[src/rtl/sspo_pkg.sv]
// Shared types, constants and the control store for the suffix-prefix overlap block.
`default_nettype none
package sspo_pkg;

    localparam int MAX_LEN_DEF = 64;
    localparam int CH_W        = 8;
    localparam int OVL_W       = 6;

    typedef enum logic [2:0] {
        S_IDLE,
        S_INIT,
        S_TESTK,
        S_READ,
        S_CMP,
        S_CHKJ,
        S_DECK,
        S_DONE
    } step_t;

    typedef enum logic [2:0] {
        C_ALWAYS,
        C_FIN,
        C_KZERO,
        C_MISMATCH,
        C_JEQK,
        C_OUTFREE
    } cond_t;

    typedef enum logic [1:0] {
        K_HOLD,
        K_LOAD,
        K_DEC
    } k_op_t;

    typedef enum logic [1:0] {
        J_HOLD,
        J_CLR,
        J_INC
    } j_op_t;

    // One control word: jt is taken when the condition holds, jf otherwise.
    // fin only acts on the cycle its condition holds.
    typedef struct packed {
        logic  rdy;
        cond_t cond;
        step_t jt;
        step_t jf;
        k_op_t k_op;
        j_op_t j_op;
        logic  fin;
    } ctrl_t;

    function automatic ctrl_t sspo_rom(input step_t step);
        ctrl_t w;
        w = '{rdy: 1'b0, cond: C_ALWAYS, jt: S_IDLE, jf: S_IDLE,
              k_op: K_HOLD, j_op: J_HOLD, fin: 1'b0};
        unique case (step)
            S_IDLE:  w = '{1'b1, C_FIN,      S_INIT,  S_IDLE, K_HOLD, J_HOLD, 1'b0};
            S_INIT:  w = '{1'b0, C_ALWAYS,   S_TESTK, S_TESTK, K_LOAD, J_HOLD, 1'b0};
            S_TESTK: w = '{1'b0, C_KZERO,    S_DONE,  S_READ, K_HOLD, J_CLR,  1'b0};
            S_READ:  w = '{1'b0, C_ALWAYS,   S_CMP,   S_CMP,  K_HOLD, J_HOLD, 1'b0};
            S_CMP:   w = '{1'b0, C_MISMATCH, S_DECK,  S_CHKJ, K_HOLD, J_INC,  1'b0};
            S_CHKJ:  w = '{1'b0, C_JEQK,     S_DONE,  S_READ, K_HOLD, J_HOLD, 1'b0};
            S_DECK:  w = '{1'b0, C_ALWAYS,   S_TESTK, S_TESTK, K_DEC, J_HOLD, 1'b0};
            S_DONE:  w = '{1'b0, C_OUTFREE,  S_IDLE,  S_DONE, K_HOLD, J_HOLD, 1'b1};
            default: w = '{1'b0, C_ALWAYS,   S_IDLE,  S_IDLE, K_HOLD, J_HOLD, 1'b0};
        endcase
        return w;
    endfunction

endpackage
`default_nettype wire

[src/rtl/sspo_ram.sv]
// Generic single-write, single-read RAM with registered read data.
`default_nettype none
module sspo_ram #(
    parameter int WIDTH = 8,
    parameter int DEPTH = 64
) (
    input  wire logic                     clk,
    input  wire logic                     we,
    input  wire logic [$clog2(DEPTH)-1:0] waddr,
    input  wire logic [WIDTH-1:0]         wdata,
    input  wire logic [$clog2(DEPTH)-1:0] raddr,
    output logic      [WIDTH-1:0]         rdata
);

    logic [WIDTH-1:0] mem [DEPTH];

    always_ff @(posedge clk)
    begin
        if (we)
        begin
            mem[waddr] <= wdata;
        end
        rdata <= mem[raddr];
    end

endmodule
`default_nettype wire

[src/rtl/string_suffix_prefix_overlap.sv]
// The result is offered after the states S_INIT, S_TESTK and S_DONE when no overlap test
// is needed, and otherwise once the search ends; a sequencer tests each byte pair in the
// states S_READ, S_CMP and S_CHKJ, and moves to the next candidate through S_DECK.
// Throughput: one input byte per cycle while a pair is loading; no bytes are taken
// during the search. A finished result waits in an output register while loading resumes.
// Reset: asynchronous, active low; clears lengths, overflow flag, step counter, output valid.
`default_nettype none
module string_suffix_prefix_overlap
    import sspo_pkg::*;
#(
    parameter int MAX_LEN = MAX_LEN_DEF
) (
    input  wire logic            clk,
    input  wire logic            rst_n,
    input  wire logic            s_tvalid,
    output logic                 s_tready,
    input  wire logic [CH_W-1:0] s_tdata,   // [7:0] ch
    input  wire logic            s_tuser,   // [0] command: 0 first string, 1 second string
    input  wire logic            s_tlast,
    output logic                 m_tvalid,
    input  wire logic            m_tready,
    output logic [7:0]           m_tdata    // [5:0] overlap, [6] truncated, [7] zero
);

    localparam int LEN_W = $clog2(MAX_LEN + 1);
    localparam int AW    = $clog2(MAX_LEN);

    step_t             upc_reg, upc_next;
    ctrl_t             ctrl;
    logic              take;
    logic              s_acc;
    logic              done_fire;

    logic [LEN_W-1:0]  first_len_reg, first_len_next;
    logic [LEN_W-1:0]  second_len_reg, second_len_next;
    logic              ovf_reg, ovf_next;
    logic [LEN_W-1:0]  k_reg, k_next;
    logic [LEN_W-1:0]  j_reg, j_next;
    logic [LEN_W-1:0]  shorter;

    logic              m_valid_reg, m_valid_next;
    logic [OVL_W-1:0]  ovl_reg;
    logic              trunc_reg;

    logic              first_we, second_we;
    logic              first_full, second_full;
    logic [AW-1:0]     first_raddr, second_raddr;
    logic [CH_W-1:0]   first_rdata, second_rdata;

    assign ctrl  = sspo_rom(upc_reg);
    assign s_acc = s_tvalid && ctrl.rdy;

    // Condition select and next step.
    always_comb
    begin
        unique case (ctrl.cond)
            C_ALWAYS:   take = 1'b1;
            C_FIN:      take = s_acc && s_tuser && s_tlast;
            C_KZERO:    take = (k_reg == '0);
            C_MISMATCH: take = (first_rdata != second_rdata);
            C_JEQK:     take = (j_reg == k_reg);
            C_OUTFREE:  take = !m_valid_reg || m_tready;
            default:    take = 1'b0;
        endcase
        upc_next = take ? ctrl.jt : ctrl.jf;
    end

    assign done_fire = ctrl.fin && take;

    // Buffer loading.
    assign first_full  = (first_len_reg >= LEN_W'(MAX_LEN));
    assign second_full = (second_len_reg >= LEN_W'(MAX_LEN));
    assign first_we    = s_acc && !s_tuser && !first_full;
    assign second_we   = s_acc && s_tuser && !second_full;

    always_comb
    begin
        first_len_next  = first_len_reg;
        second_len_next = second_len_reg;
        ovf_next        = ovf_reg;
        if (done_fire)
        begin
            first_len_next  = '0;
            second_len_next = '0;
            ovf_next        = 1'b0;
        end
        else if (s_acc)
        begin
            if (first_we)
            begin
                first_len_next = first_len_reg + 1'b1;
            end
            if (second_we)
            begin
                second_len_next = second_len_reg + 1'b1;
            end
            if ((!s_tuser && first_full) || (s_tuser && second_full))
            begin
                ovf_next = 1'b1;
            end
        end
    end

    // Overlap search datapath.
    assign shorter = (first_len_reg < second_len_reg) ? first_len_reg : second_len_reg;

    always_comb
    begin
        case (ctrl.k_op)
            K_LOAD:  k_next = (shorter == '0) ? '0 : shorter - 1'b1;
            K_DEC:   k_next = k_reg - 1'b1;
            default: k_next = k_reg;
        endcase
        case (ctrl.j_op)
            J_CLR:   j_next = '0;
            J_INC:   j_next = j_reg + 1'b1;
            default: j_next = j_reg;
        endcase
    end

    // Candidate k aligns the first string's tail at first_len - k with the second's head.
    assign first_raddr  = AW'(first_len_reg - k_reg + j_reg);
    assign second_raddr = AW'(j_reg);

    assign m_valid_next = done_fire ? 1'b1 : (m_tready ? 1'b0 : m_valid_reg);

    always_ff @(posedge clk or negedge rst_n)
    begin
        if (!rst_n)
        begin
            upc_reg        <= S_IDLE;
            first_len_reg  <= '0;
            second_len_reg <= '0;
            ovf_reg        <= 1'b0;
            m_valid_reg    <= 1'b0;
        end
        else
        begin
            upc_reg        <= upc_next;
            first_len_reg  <= first_len_next;
            second_len_reg <= second_len_next;
            ovf_reg        <= ovf_next;
            m_valid_reg    <= m_valid_next;
        end
    end

    always_ff @(posedge clk)
    begin
        k_reg <= k_next;
        j_reg <= j_next;
        if (done_fire)
        begin
            ovl_reg   <= OVL_W'(k_reg);
            trunc_reg <= ovf_reg;
        end
    end

    sspo_ram #(
        .WIDTH (CH_W),
        .DEPTH (MAX_LEN)
    ) u_first_ram (
        .clk   (clk),
        .we    (first_we),
        .waddr (AW'(first_len_reg)),
        .wdata (s_tdata),
        .raddr (first_raddr),
        .rdata (first_rdata)
    );

    sspo_ram #(
        .WIDTH (CH_W),
        .DEPTH (MAX_LEN)
    ) u_second_ram (
        .clk   (clk),
        .we    (second_we),
        .waddr (AW'(second_len_reg)),
        .wdata (s_tdata),
        .raddr (second_raddr),
        .rdata (second_rdata)
    );

    assign s_tready = ctrl.rdy;
    assign m_tvalid = m_valid_reg;
    assign m_tdata  = {1'b0, trunc_reg, ovl_reg};

endmodule
`default_nettype wire

[config.mk]
export PLATFORM = sky130hd
export DESIGN_NAME = string_suffix_prefix_overlap
export DESIGN_NICKNAME = d
export VERILOG_FILES = /design/src/rtl/sspo_pkg.sv /design/src/rtl/sspo_ram.sv /design/src/rtl/string_suffix_prefix_overlap.sv
export SDC_FILE = /design/constraint.sdc
export NUM_CORES = 1
export LEC_CHECK = 0
export ABC_AREA = 1
export BUFFER_PORTS_ARGS = -buffer_cell sky130_fd_sc_hd__buf_2
export CELL_PAD_IN_SITES_DETAIL_PLACEMENT = 0
export CELL_PAD_IN_SITES_GLOBAL_PLACEMENT = 1
export CORE_ASPECT_RATIO = 1.4
export CORE_MARGIN = 2
export CORE_UTILIZATION = 51
export DETAILED_ROUTE_END_ITERATION = 6
export PLACE_DENSITY_LB_ADDON = 0.25
export SLEW_MARGIN = 20
export SYNTH_ARGS = -nofsm -noshare
export SYNTH_HDL_FRONTEND = slang
export SYNTH_SLANG_ARGS = --single-unit
[constraint.sdc]
create_clock -name clk -period 4.26 [get_ports clk]
set_input_delay 0.213 -clock clk [delete_from_list [all_inputs] [get_ports clk]]
set_output_delay 0.213 -clock clk [all_outputs]
set_load 0.01 [all_outputs]
# Word level (Yosys, flattened, before mapping)

Memories as Yosys holds them, arrays and structs flattened. A register that Yosys moved wholly into a read port is not among the register bits.
Index checks and enable logic that the tools add are counted.
Widths: inputs -> output; s select.

Register bits after elaboration: 40
Memory bits (writable): 1024
Memory bits (read-only): 120
Output and inout port bits: 10
Word-level logic and storage cells: 82
Memories: 3

Add/subtract/negate cells: 7
Order comparisons: 3
Eq/ne operators: 11
Multiplexer cells: 21
Reduce and logical (&&, ||, !) cells: 28

Memories:

| memory           | words | bits a word | rd ports | clocked after Yosys merged registers in | wr ports | RTL line       | RTL |
|---|---|---|---|---|---|---|---|
| u_first_ram.mem  | 64    | 8           | 1        | 1                                       | 1        | sspo_ram.sv:15 | `logic [WIDTH-1:0] mem [DEPTH];` |
| u_second_ram.mem | 64    | 8           | 1        | 1                                       | 1        | sspo_ram.sv:15 |  |
| (name not given) | 8     | 15          | 1        | 0                                       | 0        | sspo_pkg.sv:57 | `unique case (step)` |

Operator list:

| cell                | number |
|---|---|
| $mux 7              | 8 |
| $pmux 7 s2          | 2 |
| $add 7x1->7 const B | 3 |
| $ge 7x7->1 const B  | 2 |
| $logic_not 7->1     | 2 |
| $reduce_bool 2->1   | 7 |
| $sub 7x1->7 const B | 2 |
| $logic_and 1x1->1   | 9 |
| $mux 1              | 9 |
| $ne 8x8->1          | 1 |
| $eq 7x7->1          | 1 |
| $lt 7x7->1          | 1 |
| $add 6x6->6         | 1 |
| $eq 3x2->1 const B  | 2 |
| $eq 3x3->1 const B  | 2 |
| $pmux 1 s6          | 1 |
| $reduce_and 2->1    | 3 |
| $sub 6x6->6         | 1 |
| $eq 2x1->1 const B  | 2 |
| $eq 2x2->1 const B  | 2 |
| $logic_not 1->1     | 4 |
| $eq 3x1->1 const B  | 1 |
| $logic_not 3->1     | 1 |
| $mux 3              | 1 |
| $logic_or 1x1->1    | 2 |

# Logic depth before layout (Yosys ltp)

An unclocked memory read counts as a cell.

Depth after elaboration: 8
Depth in mapped cells: 21
Gate-level depth less buffers: 16

# Cells and area by module

From an unflattened synthesis, not the netlist that was laid out.

Cells, all modules: 3998
Area, all modules: 45840.2 um^2

By module, submodules not included:

| module                       | instances | cells an instance | area an instance (um^2) |
|---|---|---|---|
| sspo_ram                     | 2         | 1805              | 21339.2 |
| string_suffix_prefix_overlap | 1         | 388               | 3161.8 |

# Least setup slack after synthesis

Ideal clock, no wire load.

Path kind: flip-flop to flip-flop
Start point: register j_reg[0]
End point: register u_first_ram.rdata[0] (read register of u_first_ram.mem)
Data arrival time: 3101 ps
Required time: 4201 ps
Setup slack: 1101 ps
Stages on the path, launching flop included: 19
Cells stage by stage: edfxtp_1 -> buf_4 -> inv_2 -> buf_2 -> buf_2 -> ha_1 -> inv_1 -> ha_1 -> inv_1 -> fa_1 -> clkbuf_2 -> buf_4 -> clkbuf_1 -> o21ai_0 -> o221ai_1 -> a21oi_1 -> o21ai_1 -> nand2_1 -> nand2_1

Longest elaborated chain between the ends: 1

RTL lines:

| element                  | RTL line                            | RTL |
|---|---|---|
| start: declaration       | string_suffix_prefix_overlap.sv:38  | `logic [LEN_W-1:0] j_reg, j_next;` |
| start signal: assignment | string_suffix_prefix_overlap.sv:150 | `j_reg <= j_next;` |
| $add 6x6->6              | string_suffix_prefix_overlap.sv:122 | `assign first_raddr = AW'(first_len_reg - k_reg + j_reg);` |
| end: declaration         | sspo_ram.sv:12                      | `output logic [WIDTH-1:0] rdata` |

No other way between the ends.
A chain may end at the register's enable or synchronous reset.

# Worst setup path after layout

Start point: register first_len_reg[1]
End point: register u_first_ram.rdata[2] (read register of u_first_ram.mem)

Longest elaborated chain between the ends: 2

RTL lines:

| element                  | RTL line                            | RTL |
|---|---|---|
| start: declaration       | string_suffix_prefix_overlap.sv:34  | `logic [LEN_W-1:0] first_len_reg, first_len_next;` |
| start signal: assignment | string_suffix_prefix_overlap.sv:140 | `first_len_reg <= first_len_next;` |
| $sub 6x6->6              | string_suffix_prefix_overlap.sv:122 |  |
| $add 6x6->6              | string_suffix_prefix_overlap.sv:122 |  |

No other way between the ends.

==> flow_metrics.py <==
metrics = {
    "timing": {
        "fin_crit_ps": 3980,
        "tightestPinTransition_ps": 1080,
        "hold_violations": 0,
        "fmax_mhz": 251,
        "setup_viol": 0,
        "tns_ps": 0,
        "period_share_pct": 93.5,
        "relSlewSlack_pct": 28.1,
        "final-max-slew-violation-count": 0,
        "rsz0062_at_grt": "false",
        "skew_ps": 25.6,
    },
    "logic_synthesis": {
        "synth_top_family_by_area": "simple AND/OR/NAND/NOR gates",
        "synth_compound_area_share_pct": 11.0,
        "yosys-mux-area-fraction_pct": 0.0226,
        "syn-num-nets": 3661,
        "synthSimpleGateAreaFrac_pct": 11.9,
        "yosysUniqueCellTypes": 47,
        "yosys_warnings": 0,
        "synth_xor_area_share_pct": 0.449,
        "syn_area_sq_um": 44300,
        "synth-seq-area-share_pct": 72.6,
        "synth_fa_ha_area_share_pct": 0.988,
        "ys_ff_latch": 1080,
        "syn_inst": 3615,
        "avgSynthCellArea_sq_um": 12.3,
    },
    "setup_path": {
        "worst_ep_arrival_time_ps": 4580,
        "cp_cell_sequence": "inv_1 -> fa_1 -> fa_4 -> inv_2 -> buf_12 -> o21ai_0 -> o22ai_1 -> nand2_1 -> nand3_1 -> nand3_1 -> o21ai_1 -> nand2_1 -> nand2_1",
        "worstSetupPathType": "reg2reg",
        "r2r-start": "first_len_reg[1]",
        "cp_data_required_time_ps": 4860,
        "crit_fanout": 72,
        "reg2reg_depth": 13,
        "cpMaxStageDelayCell": "fa_4",
        "r2r_end": "u_first_ram.rdata[2]",
        "cpPeakStageDelay_ps": 690,
        "startpoint": "first_len_reg[1]",
        "cp-start-kind": "flip-flop",
        "cpMostUsedCell": "nand2_1",
        "rrSetupSlack_ps": 280,
        "endpoint_kind": "flip-flop",
    },
    "finish": {
        "diodes": 0,
        "multi_input_area_sq_um": 10800,
        "final_cell_mix": "edfxtp_1, nor2_1, o21ai_0, nand2_1, nand3_1",
        "regArea_sq_um": 32200,
        "reg.largest.list": "u_first_ram.mem: 512 flops, u_second_ram.mem: 512 flops",
        "final_common_cell": "edfxtp_1",
        "drive_gt1_share_pct": 8.40,
        "fin_area_sq_um": 49100,
        "area_growth_pct": 10.8,
        "fillers": 6978,
        "nNetsFinal": 3653,
    },
    "placement": {
        "place_hpwl_mm": 70.1,
        "postPlaceCellArea_sq_um": 45700,
        "port_buffers": 22,
        "routabilityCongestion": 0.875,
    },
    "drt": {
        "dr.pass1.iters": 5,
        "dr.first_iter.drc_count": 2933,
        "via_count": 28486,
        "ant_nets": 0,
        "drc": 0,
        "vias_per_cell": 5.87,
        "wl_per_cell_microns": 23.9,
        "routed_wl_mm": 116,
    },
    "grt": {
        "track_usage_pct": 25.9,
        "grt_pass1_vias": 28182,
        "antenna_found_initial": 0,
        "grt_pass1_wl_mm": 174,
        "gr-total-overflow": 0,
        "grt_max_degree": 193,
    },
    "die": {
        "design.die.area_sq_um": 89300,
        "coreArea_sq_um": 86000,
        "ios": 24,
        "die_h_microns": 353,
        "rows": 127,
        "initial_core_util_pct": 51.6,
        "die_width_microns": 253,
    },
    "cts": {
        "cts_resized": 0,
        "cts.sinks": 1080,
        "clock_latency_ps": 680,
        "cts_max_path_buffers": 3,
        "htreeDepth": 3,
        "cts_tree": "yes",
        "root_buffer": "clkbuf_16",
        "clkTransAtPathRegs_ps": 70,
        "numCtsBuffers": 102,
    },
    "min_path": {
        "hp-class": "in2reg",
        "hp-start": "s_tdata[7]",
        "holdPathStages": 1,
        "whs_endpoint": "u_second_ram.mem[10][7]",
    },
    "flow_run": {
        "cap_violations": 0,
    },
    "status": {
        "status": "finished, final reports clean",
    },
}
-- critical path: cells and delay by family, from the launching register on --
kind / cells / cell delay (ps)
compound gates: 3 / 690
buf+inv: 3 / 660
simple gates: 5 / 730
flops: 1 / 470
fa+ha+maj: 2 / 1290
-- cell usage after synthesis, drive strengths merged --
| library cell | count | area [sq um] |
|---|---|---|
| nor3 | 15 | 86.3 |
| clkinv | 6 | 22.5 |
| a21oi | 53 | 273 |
| o21ai | 592 | 2970 |
| a21boi | 1 | 7.51 |
| mux2i | 1 | 10.0 |
| nand3 | 175 | 888 |
| xnor2 | 9 | 86.3 |
| o21bai | 2 | 15.0 |
| or2 | 7 | 46.3 |
| o211ai | 62 | 465 |
| nor2 | 781 | 3020 |
| ha | 27 | 338 |
| nand4 | 9 | 56.3 |
| edfxtp | 1045 | 31400 |
| clkbuf | 125 | 470 |
| inv | 83 | 319 |
| o221ai | 35 | 307 |
| dfxtp | 16 | 320 |
| a21o | 1 | 7.51 |
| o22ai | 131 | 820 |
| xor2 | 12 | 113 |
| conb | 1 | 3.75 |
| nand2 | 306 | 1170 |
| dfrtp | 19 | 475 |
| fa | 5 | 100 |
| buf | 96 | 556 |
-- repair_timing --
action,CTS,global route
hold buffers,5,0
hold endpoints to repair,76,0
buffers inserted,0,0
-- per-layer routing --
layer / vias up / share of wire [%] / global-route usage [%]
met2: 982 / 52 / 45.6
met4: 0 / 4.8 / 12.4
met3: 238 / 5.8 / 3.43
met5: - / 0 / 0
li1: 13075 / - / -
met1: 14191 / 38 / 31.4
-- final cells by class --
| cell class | count | share of cell area (%) |
|---|---|---|
| tap | 1161 | 2.96 |
| multi-input combinational | 2225 | 22.0 |
| timing repair buffer | 109 | 1.90 |
| inverter | 89 | 0.716 |
| clock buffer | 127 | 5.64 |
| clock inverter | 60 | 1.26 |
| sequential | 1080 | 65.5 |
-- worst max-delay path by stage --
stage                            to  slack, ps  cells past startpoint
3_5_place_dp   u_first_ram.rdata[2]        360                     13
4_1_cts        u_first_ram.rdata[2]        320                     13
6_report       u_first_ram.rdata[2]        280                     13
2_1_floorplan  u_first_ram.rdata[0]       1100                     18
3_3_place_gp   u_first_ram.rdata[2]        450                     13
5_1_grt        u_first_ram.rdata[3]        130                     12
-- stage by stage --
stage / instances / hold WS [ps] / setup WS, ps / util (%)
6_report: 4851 / 25.7 / 276 / 57.2
5_1_grt: 4851 / 26.9 / 132 / 57.2
4_1_cts: 4851 / 6.62 / 319 / 57.2
3_5_place_dp: 4659 / 211 / 359 / 53.2
3_3_place_gp: 4659 / 203 / 453 / 53.2
2_1_floorplan: 3615 / -82.6 / 1100 / -
-- cells by family (layout without fill, tap and decap cells) --
kind of cell | Yosys count | count (layout)
simple gates | 1293 | 1293
fa+ha+maj | 32 | 32
other cells | 1 | 1
mux | 1 | 1
xor+xnor | 21 | 21
compound gates | 877 | 877
flops | 1080 | 1080
buf+inv | 310 | 385
Power is left out: the tool's default activity adds up to more than one toggle a clock period on the data nets, which glitch-free logic cannot reach.
